===== src/rtl/core/mtem_pkg.sv =====
// Shared constants for the timer expiry manager: codes, limits and defaults.
`default_nettype none
package mtem_pkg;

  localparam int NUM_TIMERS_DEF = 16;
  localparam int TIME_BITS_DEF  = 32;
  localparam int ID_BITS_DEF    = 32;

  // Most timers fired by one tick.
  localparam int MAX_FIRE = 16;

  localparam int FUNC_W  = 2;
  localparam int KIND_W  = 3;
  localparam int DELAY_W = 16;
  localparam int RID_W   = 32;

  localparam logic [FUNC_W-1:0] FUNC_REG    = 2'd0;
  localparam logic [FUNC_W-1:0] FUNC_CANCEL = 2'd1;
  localparam logic [FUNC_W-1:0] FUNC_EXTEND = 2'd2;
  localparam logic [FUNC_W-1:0] FUNC_TICK   = 2'd3;

  localparam logic [KIND_W-1:0] KIND_REG    = 3'd0;
  localparam logic [KIND_W-1:0] KIND_CANCEL = 3'd1;
  localparam logic [KIND_W-1:0] KIND_EXTEND = 3'd2;
  localparam logic [KIND_W-1:0] KIND_FIRE   = 3'd3;
  localparam logic [KIND_W-1:0] KIND_IDLE   = 3'd4;

  typedef enum logic [3:0] {
    ST_IDLE  = 4'b0001,
    ST_SCAN  = 4'b0010,
    ST_DONE  = 4'b0100,
    ST_FLUSH = 4'b1000
  } state_t;

endpackage
`default_nettype wire


===== src/rtl/core/multi_timer_expiry_manager_core.sv =====
// Top level of the timer expiry manager: slot memory, scan sequencer and result port.
//
//  channel | ports                                             | handshake
//  --------+---------------------------------------------------+---------------------------
//  input   | in_func, in_timer_id, in_delay_ms                 | beat at start & !busy
//  result  | out_kind, out_result_id, out_ok, out_last         | beat when out_valid is high
//
// A register beat is handled in the idle state without a scan; its reply shows on the next cycle.
// Cancel and extend scan the slot memory once before the reply.
// A tick scans once per fired timer plus one closing scan;
// at the fire limit the flush state takes the place of the closing scan.
// The single read port of the slot memory sets the scan length.
// Reset clears the live bits, the clock and the id counter at once; no clearing pass.
// busy stays high until the last result of a beat is out; results cannot be held off.
`default_nettype none
module multi_timer_expiry_manager_core #(
  parameter int NUM_TIMERS = mtem_pkg::NUM_TIMERS_DEF,
  parameter int TIME_BITS  = mtem_pkg::TIME_BITS_DEF,
  parameter int ID_BITS    = mtem_pkg::ID_BITS_DEF
) (
  input  wire logic                              clk,
  input  wire logic                              rst_n,
  input  wire logic                              start,
  output logic                                   busy,
  input  wire logic [mtem_pkg::FUNC_W-1:0]       in_func,
  input  wire logic [mtem_pkg::RID_W-1:0]        in_timer_id,
  input  wire logic signed [mtem_pkg::DELAY_W-1:0] in_delay_ms,
  output logic                                   out_valid,
  output logic [mtem_pkg::KIND_W-1:0]            out_kind,
  output logic [mtem_pkg::RID_W-1:0]             out_result_id,
  output logic                                   out_ok,
  output logic                                   out_last
);

  localparam int AW  = $clog2(NUM_TIMERS);
  localparam int CW  = $clog2(NUM_TIMERS + 1);
  localparam int FCW = $clog2(mtem_pkg::MAX_FIRE + 1);
  localparam int DW  = ID_BITS + TIME_BITS;

  localparam logic [TIME_BITS-1:0] TIME_SIGN = {1'b1, {(TIME_BITS-1){1'b0}}};

  mtem_pkg::state_t state_r, state_nxt;

  logic [NUM_TIMERS-1:0]     live_r, live_nxt;
  logic [TIME_BITS-1:0]      now_r, now_nxt;
  logic [ID_BITS-1:0]        idc_r, idc_nxt;
  logic [CW-1:0]             scan_r, scan_nxt;
  logic                      rd_pend_r;
  logic [AW-1:0]             rd_idx_r;
  logic [DW-1:0]             rd_data_r;
  logic                      best_found_r, best_found_nxt;
  logic [AW-1:0]             best_idx_r, best_idx_nxt;
  logic [TIME_BITS-1:0]      best_key_r, best_key_nxt;
  logic [ID_BITS-1:0]        best_hdl_r, best_hdl_nxt;
  logic [TIME_BITS-1:0]      best_exp_r, best_exp_nxt;
  logic                      pend_v_r, pend_v_nxt;
  logic [ID_BITS-1:0]        pend_hdl_r, pend_hdl_nxt;
  logic [FCW-1:0]            fire_cnt_r, fire_cnt_nxt;
  logic [mtem_pkg::FUNC_W-1:0] op_r, op_nxt;
  logic [mtem_pkg::RID_W-1:0]  tid_r, tid_nxt;
  logic [TIME_BITS-1:0]      dly_r, dly_nxt;

  logic                        out_valid_r, out_valid_nxt;
  logic [mtem_pkg::KIND_W-1:0] out_kind_r, out_kind_nxt;
  logic [mtem_pkg::RID_W-1:0]  out_id_r, out_id_nxt;
  logic                        out_ok_r, out_ok_nxt;
  logic                        out_last_r, out_last_nxt;

  // Slot memory: handle in the upper bits, expiry in the lower bits.
  logic [DW-1:0] slot_mem [NUM_TIMERS];
  logic          rd_en;
  logic [AW-1:0] rd_addr;
  logic          wr_en;
  logic [AW-1:0] wr_addr;
  logic [DW-1:0] wr_data;

  logic          free_found;
  logic [AW-1:0] free_idx;

  logic [ID_BITS-1:0]   rd_hdl;
  logic [TIME_BITS-1:0] rd_exp;
  logic [TIME_BITS-1:0] rd_diff;
  logic [TIME_BITS-1:0] rd_key;
  logic                 rd_live;
  logic                 rd_expired;
  logic                 accept;

  assign accept  = start && (state_r == mtem_pkg::ST_IDLE);
  assign busy    = (state_r != mtem_pkg::ST_IDLE);
  assign rd_en   = (state_r == mtem_pkg::ST_SCAN) && (scan_r < CW'(NUM_TIMERS));
  assign rd_addr = scan_r[AW-1:0];

  assign rd_hdl     = rd_data_r[DW-1:TIME_BITS];
  assign rd_exp     = rd_data_r[TIME_BITS-1:0];
  assign rd_diff    = rd_exp - now_r;
  assign rd_key     = rd_diff ^ TIME_SIGN;
  assign rd_live    = live_r[rd_idx_r];
  assign rd_expired = (rd_diff == '0) || rd_diff[TIME_BITS-1];

  // Lowest free slot.
  always_comb begin
    free_found = 1'b0;
    free_idx   = '0;
    for (int i = NUM_TIMERS - 1; i >= 0; i--) begin
      if (!live_r[i]) begin
        free_found = 1'b1;
        free_idx   = AW'(i);
      end
    end
  end

  always_comb begin
    state_nxt      = state_r;
    live_nxt       = live_r;
    now_nxt        = now_r;
    idc_nxt        = idc_r;
    scan_nxt       = scan_r;
    best_found_nxt = best_found_r;
    best_idx_nxt   = best_idx_r;
    best_key_nxt   = best_key_r;
    best_hdl_nxt   = best_hdl_r;
    best_exp_nxt   = best_exp_r;
    pend_v_nxt     = pend_v_r;
    pend_hdl_nxt   = pend_hdl_r;
    fire_cnt_nxt   = fire_cnt_r;
    op_nxt         = op_r;
    tid_nxt        = tid_r;
    dly_nxt        = dly_r;
    wr_en          = 1'b0;
    wr_addr        = '0;
    wr_data        = '0;
    out_valid_nxt  = 1'b0;
    out_kind_nxt   = out_kind_r;
    out_id_nxt     = out_id_r;
    out_ok_nxt     = out_ok_r;
    out_last_nxt   = out_last_r;

    case (state_r)
      mtem_pkg::ST_IDLE: begin
        if (accept) begin
          op_nxt         = in_func;
          tid_nxt        = in_timer_id;
          dly_nxt        = TIME_BITS'(in_delay_ms);
          scan_nxt       = '0;
          best_found_nxt = 1'b0;
          case (in_func)
            mtem_pkg::FUNC_REG: begin
              out_valid_nxt = 1'b1;
              out_kind_nxt  = mtem_pkg::KIND_REG;
              out_last_nxt  = 1'b1;
              if (free_found) begin
                idc_nxt            = idc_r + 1'b1;
                live_nxt[free_idx] = 1'b1;
                wr_en              = 1'b1;
                wr_addr            = free_idx;
                wr_data            = {idc_nxt, now_r + TIME_BITS'(in_delay_ms)};
                out_id_nxt         = mtem_pkg::RID_W'(idc_nxt);
                out_ok_nxt         = 1'b1;
              end else begin
                out_id_nxt = '0;
                out_ok_nxt = 1'b0;
              end
            end
            mtem_pkg::FUNC_TICK: begin
              now_nxt      = now_r + 1'b1;
              pend_v_nxt   = 1'b0;
              fire_cnt_nxt = '0;
              state_nxt    = mtem_pkg::ST_SCAN;
            end
            default: begin
              state_nxt = mtem_pkg::ST_SCAN;
            end
          endcase
        end
      end

      mtem_pkg::ST_SCAN: begin
        if (scan_r < CW'(NUM_TIMERS)) begin
          scan_nxt = scan_r + 1'b1;
        end else begin
          state_nxt = mtem_pkg::ST_DONE;
        end
        if (rd_pend_r && rd_live) begin
          if (op_r == mtem_pkg::FUNC_TICK) begin
            if (rd_expired && (!best_found_r || (rd_key < best_key_r) ||
                ((rd_key == best_key_r) && (rd_hdl < best_hdl_r)))) begin
              best_found_nxt = 1'b1;
              best_idx_nxt   = rd_idx_r;
              best_key_nxt   = rd_key;
              best_hdl_nxt   = rd_hdl;
            end
          end else if (!best_found_r && (rd_hdl == ID_BITS'(tid_r))) begin
            // first match wins on duplicate handles
            best_found_nxt = 1'b1;
            best_idx_nxt   = rd_idx_r;
            best_hdl_nxt   = rd_hdl;
            best_exp_nxt   = rd_exp;
          end
        end
      end

      mtem_pkg::ST_DONE: begin
        if (op_r == mtem_pkg::FUNC_TICK) begin
          if (best_found_r) begin
            live_nxt[best_idx_r] = 1'b0;
            if (pend_v_r) begin
              out_valid_nxt = 1'b1;
              out_kind_nxt  = mtem_pkg::KIND_FIRE;
              out_id_nxt    = mtem_pkg::RID_W'(pend_hdl_r);
              out_ok_nxt    = 1'b1;
              out_last_nxt  = 1'b0;
            end
            // hold this firing until the next pass tells whether it is the last
            pend_v_nxt     = 1'b1;
            pend_hdl_nxt   = best_hdl_r;
            fire_cnt_nxt   = fire_cnt_r + 1'b1;
            scan_nxt       = '0;
            best_found_nxt = 1'b0;
            if (fire_cnt_r == FCW'(mtem_pkg::MAX_FIRE - 1)) begin
              state_nxt = mtem_pkg::ST_FLUSH;
            end else begin
              state_nxt = mtem_pkg::ST_SCAN;
            end
          end else begin
            out_valid_nxt = 1'b1;
            out_ok_nxt    = 1'b1;
            out_last_nxt  = 1'b1;
            if (pend_v_r) begin
              out_kind_nxt = mtem_pkg::KIND_FIRE;
              out_id_nxt   = mtem_pkg::RID_W'(pend_hdl_r);
            end else begin
              out_kind_nxt = mtem_pkg::KIND_IDLE;
              out_id_nxt   = '0;
            end
            pend_v_nxt = 1'b0;
            state_nxt  = mtem_pkg::ST_IDLE;
          end
        end else begin
          out_valid_nxt = 1'b1;
          out_kind_nxt  = (op_r == mtem_pkg::FUNC_CANCEL) ? mtem_pkg::KIND_CANCEL
                                                          : mtem_pkg::KIND_EXTEND;
          out_id_nxt    = tid_r;
          out_ok_nxt    = best_found_r;
          out_last_nxt  = 1'b1;
          if (best_found_r) begin
            if (op_r == mtem_pkg::FUNC_CANCEL) begin
              live_nxt[best_idx_r] = 1'b0;
            end else begin
              wr_en   = 1'b1;
              wr_addr = best_idx_r;
              wr_data = {best_hdl_r, best_exp_r + dly_r};
            end
          end
          state_nxt = mtem_pkg::ST_IDLE;
        end
      end

      mtem_pkg::ST_FLUSH: begin
        out_valid_nxt = 1'b1;
        out_kind_nxt  = mtem_pkg::KIND_FIRE;
        out_id_nxt    = mtem_pkg::RID_W'(pend_hdl_r);
        out_ok_nxt    = 1'b1;
        out_last_nxt  = 1'b1;
        pend_v_nxt    = 1'b0;
        state_nxt     = mtem_pkg::ST_IDLE;
      end

      default: begin
        state_nxt = mtem_pkg::ST_IDLE;
      end
    endcase
  end

  always_ff @(posedge clk) begin
    if (wr_en) begin
      slot_mem[wr_addr] <= wr_data;
    end
    if (rd_en) begin
      rd_data_r <= slot_mem[rd_addr];
    end
  end

  always_ff @(posedge clk) begin
    if (!rst_n) begin
      state_r      <= mtem_pkg::ST_IDLE;
      live_r       <= '0;
      now_r        <= '0;
      idc_r        <= '0;
      scan_r       <= '0;
      rd_pend_r    <= 1'b0;
      best_found_r <= 1'b0;
      pend_v_r     <= 1'b0;
      fire_cnt_r   <= '0;
      out_valid_r  <= 1'b0;
    end else begin
      state_r      <= state_nxt;
      live_r       <= live_nxt;
      now_r        <= now_nxt;
      idc_r        <= idc_nxt;
      scan_r       <= scan_nxt;
      rd_pend_r    <= rd_en;
      best_found_r <= best_found_nxt;
      pend_v_r     <= pend_v_nxt;
      fire_cnt_r   <= fire_cnt_nxt;
      out_valid_r  <= out_valid_nxt;
    end
  end

  always_ff @(posedge clk) begin
    op_r       <= op_nxt;
    tid_r      <= tid_nxt;
    dly_r      <= dly_nxt;
    rd_idx_r   <= rd_addr;
    best_idx_r <= best_idx_nxt;
    best_key_r <= best_key_nxt;
    best_hdl_r <= best_hdl_nxt;
    best_exp_r <= best_exp_nxt;
    pend_hdl_r <= pend_hdl_nxt;
    out_kind_r <= out_kind_nxt;
    out_id_r   <= out_id_nxt;
    out_ok_r   <= out_ok_nxt;
    out_last_r <= out_last_nxt;
  end

  assign out_valid     = out_valid_r;
  assign out_kind      = out_kind_r;
  assign out_result_id = out_id_r;
  assign out_ok        = out_ok_r;
  assign out_last      = out_last_r;

  a_idle_no_read: assert property (@(posedge clk) disable iff (!rst_n)
    (state_r == mtem_pkg::ST_IDLE) |-> !rd_pend_r)
    else $error("read in flight while idle");

  a_fire_bound: assert property (@(posedge clk) disable iff (!rst_n)
    fire_cnt_r <= FCW'(mtem_pkg::MAX_FIRE))
    else $error("fire count beyond limit");

  a_reply_last: assert property (@(posedge clk) disable iff (!rst_n)
    (out_valid_r && (out_kind_r != mtem_pkg::KIND_FIRE)) |-> out_last_r)
    else $error("reply without last");

  a_fire_ok: assert property (@(posedge clk) disable iff (!rst_n)
    (out_valid_r && (out_kind_r == mtem_pkg::KIND_FIRE)) |-> out_ok_r)
    else $error("fired result without ok");

  a_tick_busy: assert property (@(posedge clk) disable iff (!rst_n)
    (accept && (in_func == mtem_pkg::FUNC_TICK)) |=> busy)
    else $error("tick did not start a scan");

endmodule
`default_nettype wire


===== config.mk =====
export PLATFORM = sky130hd
export DESIGN_NAME = multi_timer_expiry_manager_core
export DESIGN_NICKNAME = d
export VERILOG_FILES = /design/src/rtl/core/mtem_pkg.sv /design/src/rtl/core/multi_timer_expiry_manager_core.sv
export SDC_FILE = /design/constraint.sdc
export NUM_CORES = 2
export LEC_CHECK = 0
export ABC_AREA = 1
export BUFFER_PORTS_ARGS = -buffer_cell sky130_fd_sc_hd__buf_4
export CAP_MARGIN = 5
export CORE_ASPECT_RATIO = 0.9
export CORE_MARGIN = 2
export CORE_UTILIZATION = 30
export CTS_BUF_LIST = sky130_fd_sc_hd__clkbuf_8
export CTS_CLUSTER_DIAMETER = 60
export DETAILED_ROUTE_END_ITERATION = 10
export PLACE_DENSITY_LB_ADDON = 0.2
export REMOVE_ABC_BUFFERS = 1
export SLEW_MARGIN = 0
export SYNTH_ARGS = -nofsm -noshare
export SYNTH_HDL_FRONTEND = slang
export SYNTH_SLANG_ARGS = --single-unit

===== constraint.sdc =====
create_clock -name clk -period 5.34 [get_ports clk]
set_input_delay 0 -clock clk [delete_from_list [all_inputs] [get_ports clk]]
set_output_delay 0 -clock clk [all_outputs]
set_load 0.01 [all_outputs]

==> results.yml <==
cts:
  max-clock-path-buffers: 4
  clockRootBuffer: "sky130_fd_sc_hd__clkbuf_8"
  insertion_delay_ns: 1.05
  clkSinkCount: 1409
  tritoncts.num_buffers: 274
  cts.htree.levels: 5
  cts_tree: "done"
  postCtsSetupRepairBufs: 0
  clkSlewWorstSetupHoldPaths_ns: 0.06
synth:
  asyncSetResetFlopFracSynth_pct: 0
  post_synth_instance_area_um2: 62060
  synthCells: 5548
  synth_edf_count: 1307
  dominantRegCellSynth: "sky130_fd_sc_hd__edfxtp_1"
  synth_cell_type_count: 60
  ys_seq_area_share_pct: 66.54
  post_synth.cell_area_avg_um2: 11.19
  synth-seq-cells: 1409
  synthesis.yosys.warnings: 0
detailed_routing:
  detail_route.iter0.violations: 4118
  1st_pass_router_iterations: 5
  vias_per_cell: 4.997
  drt-wirelength-per-cell_um: 22.36
  drtAntennaViolNets: 0
  via_count: 44040
  detail_route.wirelength_mm: 197.0
  remaining_drc_errors: 0
sta:
  finalHoldWorstSlack_ns: 0.1254
  fin_crit_ns: 4.609
  final_max_slew_viol_count: 0
  max-slew-margin-rel_pct: 7.126
  setup_total_negative_slack_ns: 0
  worst-slew-pin-transition_ns: 1.380
  hold_violations: 0
  grt_setup_unrepaired: "false"
  finalClockSkew_ns: 0.08762
  max_clock_freq_ghz: 0.2170
  min_period_over_period_pct: 86.30
  report.final.setup_viol: 0
place:
  placedInstanceArea_um2: 66710
  numPortBuffers: 91
  gp_congestion: 0.8911
  hpwl_mm: 118.0
setup_path:
  critical_path.max_stage_delay_ns: 0.57
  crit_path_frequent_cell: "sky130_fd_sc_hd__nand2_1"
  critPathArrivalTime_ns: 5.28
  cp-start-kind: "flip-flop"
  path_delay_family: "simple AND/OR/NAND/NOR gates"
  worst_ep_required_time_ns: 6.01
  critical-path-slowest-cell: "sky130_fd_sc_hd__dfxtp_1"
  crit_buf_inv: 3
  crit_chain: "inv_1 -> ha_1 -> nand3_1 -> nand2_1 -> nand2_1 -> nand2_1 -> xor2_1 -> inv_1 -> ha_1 -> nand4_1 -> nor3_1 -> o211ai_1 -> nor2_1 -> nand3_1 -> nor2_1 -> o21ai_0 -> a21oi_1 -> nand2_1 -> nand2_1 -> nand2_1 -> nor2_4 -> buf_12"
  setup.worst_path.class: "reg -> reg"
  setup.worst_path.end_class: "flip-flop"
  critical_path_peak_fanout: 36
layout:
  nets: 6121
  largest_register: "slot_mem"
  num-fill-cells: 20490
  reg.largest.list: "slot_mem (1024), rd_data_r (64)"
  area_growth_synth_to_finish_pct: 16.62
  layout.core_utilization_pct: 35.17
  layout.cells.most_common: "sky130_fd_sc_hd__edfxtp_1"
  layout.cell_area.non_filler_um2: 72370
  largest_register_ff_count: 1024
  final_layout_size_suffix_gt1_share_pct: 10.06
  layout.cells.most_common_list: "sky130_fd_sc_hd__edfxtp_1 (1,307), sky130_fd_sc_hd__nand2_1 (783), sky130_fd_sc_hd__nor2_1 (719)"
power_and_ir_drop:
  power.leakage_nw: 25.47
  ir_drop_mv: 0.3108
  power_density_nw_per_um2: 350.9
floorplan:
  core.rowCount: 158
  placeableCoreArea_um2: 205800
  die_height_um: 435.5
  initial_core_util_pct: 30.15
  dieArea_um2: 210500
  die-width_um: 483.4
  ioPinCount: 92
grt:
  grt_antenna_before_repair: 4
  global_route_wire_length_before_repair_mm: 290.7
  grt-ovfl-total: 0
  number_of_global_route_vias_before_repair: 43150
  grt_start_max_net_pins: 178
  groute.usage.overall_pct: 18.32
worst_hold_path:
  min-delay-path-class: "in -> reg"
run_status:
  run_status: "finished, final reports clean"
flow_run:
  maxCapViolCount: 0
==> per-stage QoR <==
stage,setup slack (ns),cells,power (mW)
global placement,0.6521,8245,16.08
finish,0.7314,8812,25.39
detailed placement,0.6276,8245,16.09
CTS,0.6091,8801,25.71
global route,0.1748,8809,26.59
floorplan,-13.42,5310,14.81
==> tightest hold or removal path, stage by stage <==
cell and delay [ns]:
sky130_fd_sc_hd__dlygate4sd3_1 0.54, sky130_fd_sc_hd__buf_4 0.17, sky130_fd_sc_hd__buf_4 0.23, sky130_fd_sc_hd__nand2_1 0.11, sky130_fd_sc_hd__nor2_1 0.03
==> worst paths after layout <==
kind	startpoint	to	slack [ns]	cells after the start
max	now_r[1]$_SDFFE_PN0P_	best_hdl_r[20]$_DFFE_PP_	0.73	22
min	rst_n	now_r[2]$_SDFFE_PN0P_	0.13	5
max reg2reg	now_r[1]$_SDFFE_PN0P_	best_hdl_r[20]$_DFFE_PP_	0.73	22
min reg2reg	scan_r[3]$_SDFFE_PN0P_	rd_idx_r[3]$_DFF_P_	0.44	0
==> cells in the mapped netlist, types with 5 or more instances <==
| cell type | n | area, µm² |
|---|---|---|
| sky130_fd_sc_hd__a31oi_1 | 10 | 62.56 |
| sky130_fd_sc_hd__nor2_2 | 6 | 37.54 |
| sky130_fd_sc_hd__nor2_1 | 742 | 2785 |
| sky130_fd_sc_hd__inv_2 | 11 | 41.29 |
| sky130_fd_sc_hd__o21ai_1 | 5 | 25.02 |
| sky130_fd_sc_hd__buf_2 | 13 | 65.06 |
| sky130_fd_sc_hd__nand2_1 | 783 | 2939 |
| sky130_fd_sc_hd__o21a_1 | 12 | 90.09 |
| sky130_fd_sc_hd__clkbuf_1 | 213 | 799.5 |
| sky130_fd_sc_hd__nor3_1 | 47 | 235.2 |
| sky130_fd_sc_hd__nor3_2 | 8 | 80.08 |
| sky130_fd_sc_hd__o21bai_1 | 8 | 60.06 |
| sky130_fd_sc_hd__a211oi_1 | 7 | 52.55 |
| sky130_fd_sc_hd__xnor2_1 | 25 | 219.0 |
| sky130_fd_sc_hd__o21ai_0 | 690 | 3453 |
| sky130_fd_sc_hd__xor2_1 | 45 | 394.1 |
| sky130_fd_sc_hd__nor2_4 | 8 | 90.09 |
| sky130_fd_sc_hd__nand4_1 | 42 | 262.8 |
| sky130_fd_sc_hd__nor4_1 | 17 | 106.4 |
| sky130_fd_sc_hd__nand3_1 | 226 | 1131 |
| sky130_fd_sc_hd__edfxtp_1 | 1307 | 39250 |
| sky130_fd_sc_hd__o221ai_1 | 106 | 928.4 |
| sky130_fd_sc_hd__o211ai_1 | 36 | 270.3 |
| sky130_fd_sc_hd__ha_1 | 161 | 2014 |
| sky130_fd_sc_hd__inv_1 | 410 | 1539 |
| sky130_fd_sc_hd__a21oi_1 | 242 | 1211 |
| sky130_fd_sc_hd__o22ai_1 | 161 | 1007 |
| sky130_fd_sc_hd__dfxtp_1 | 102 | 2042 |
| sky130_fd_sc_hd__a22oi_1 | 32 | 240.2 |
| sky130_fd_sc_hd__buf_1 | 11 | 41.29 |
| sky130_fd_sc_hd__or2_2 | 9 | 56.30 |
==> metal layers <==
metal	wire [µm]	GRT usage [%]	part of all wire (%)
met1	91140	25.36	46
met2	91160	29.45	46
met3	9222	2.833	4.7
met4	5495	5.731	2.8
met5	0	0	0
==> layout make-up <==
class	instances	area (µm²)	share of cell area, %
Antenna cell	10	25.02	0.03458
Clock buffer	281	3867	5.344
Clock inverter	173	742.0	1.025
Inverter	423	1604	2.216
Multi-Input combinational cell	3478	18450	25.49
Sequential cell	1409	41300	57.07
Tap cell	2720	3403	4.703
Timing Repair Buffer	318	2980	4.118
==> cells by family (layout without fill, tap and decap cells) <==
family	after synthesis	in the layout	synth area share, %
other	0	10	0
buffers and inverters	661	1195	4.031
AO/OA/AOI/OAI	1326	1326	12.16
flip-flops	1409	1409	66.54
XOR/XNOR	70	70	0.9880
AND/OR/NAND/NOR	1918	1918	12.94
adder cells (fa/ha/maj)	164	164	3.343
==> repair_timing <==
| item | in CTS | in global routing |
|---|---|---|
| hold buffers | 102 | 0 |
| hold endpoints to repair | 405 | 0 |
| gates resized for setup | 0 | 0 |
==> power by group <==
part	internal [mW]	total (mW)	switching [mW]
registers	12.2	12.4	0.158
clock network	4.92	9.49	4.57
logic	1.02	3.54	2.52
Power figures use the tool's default switching activity.
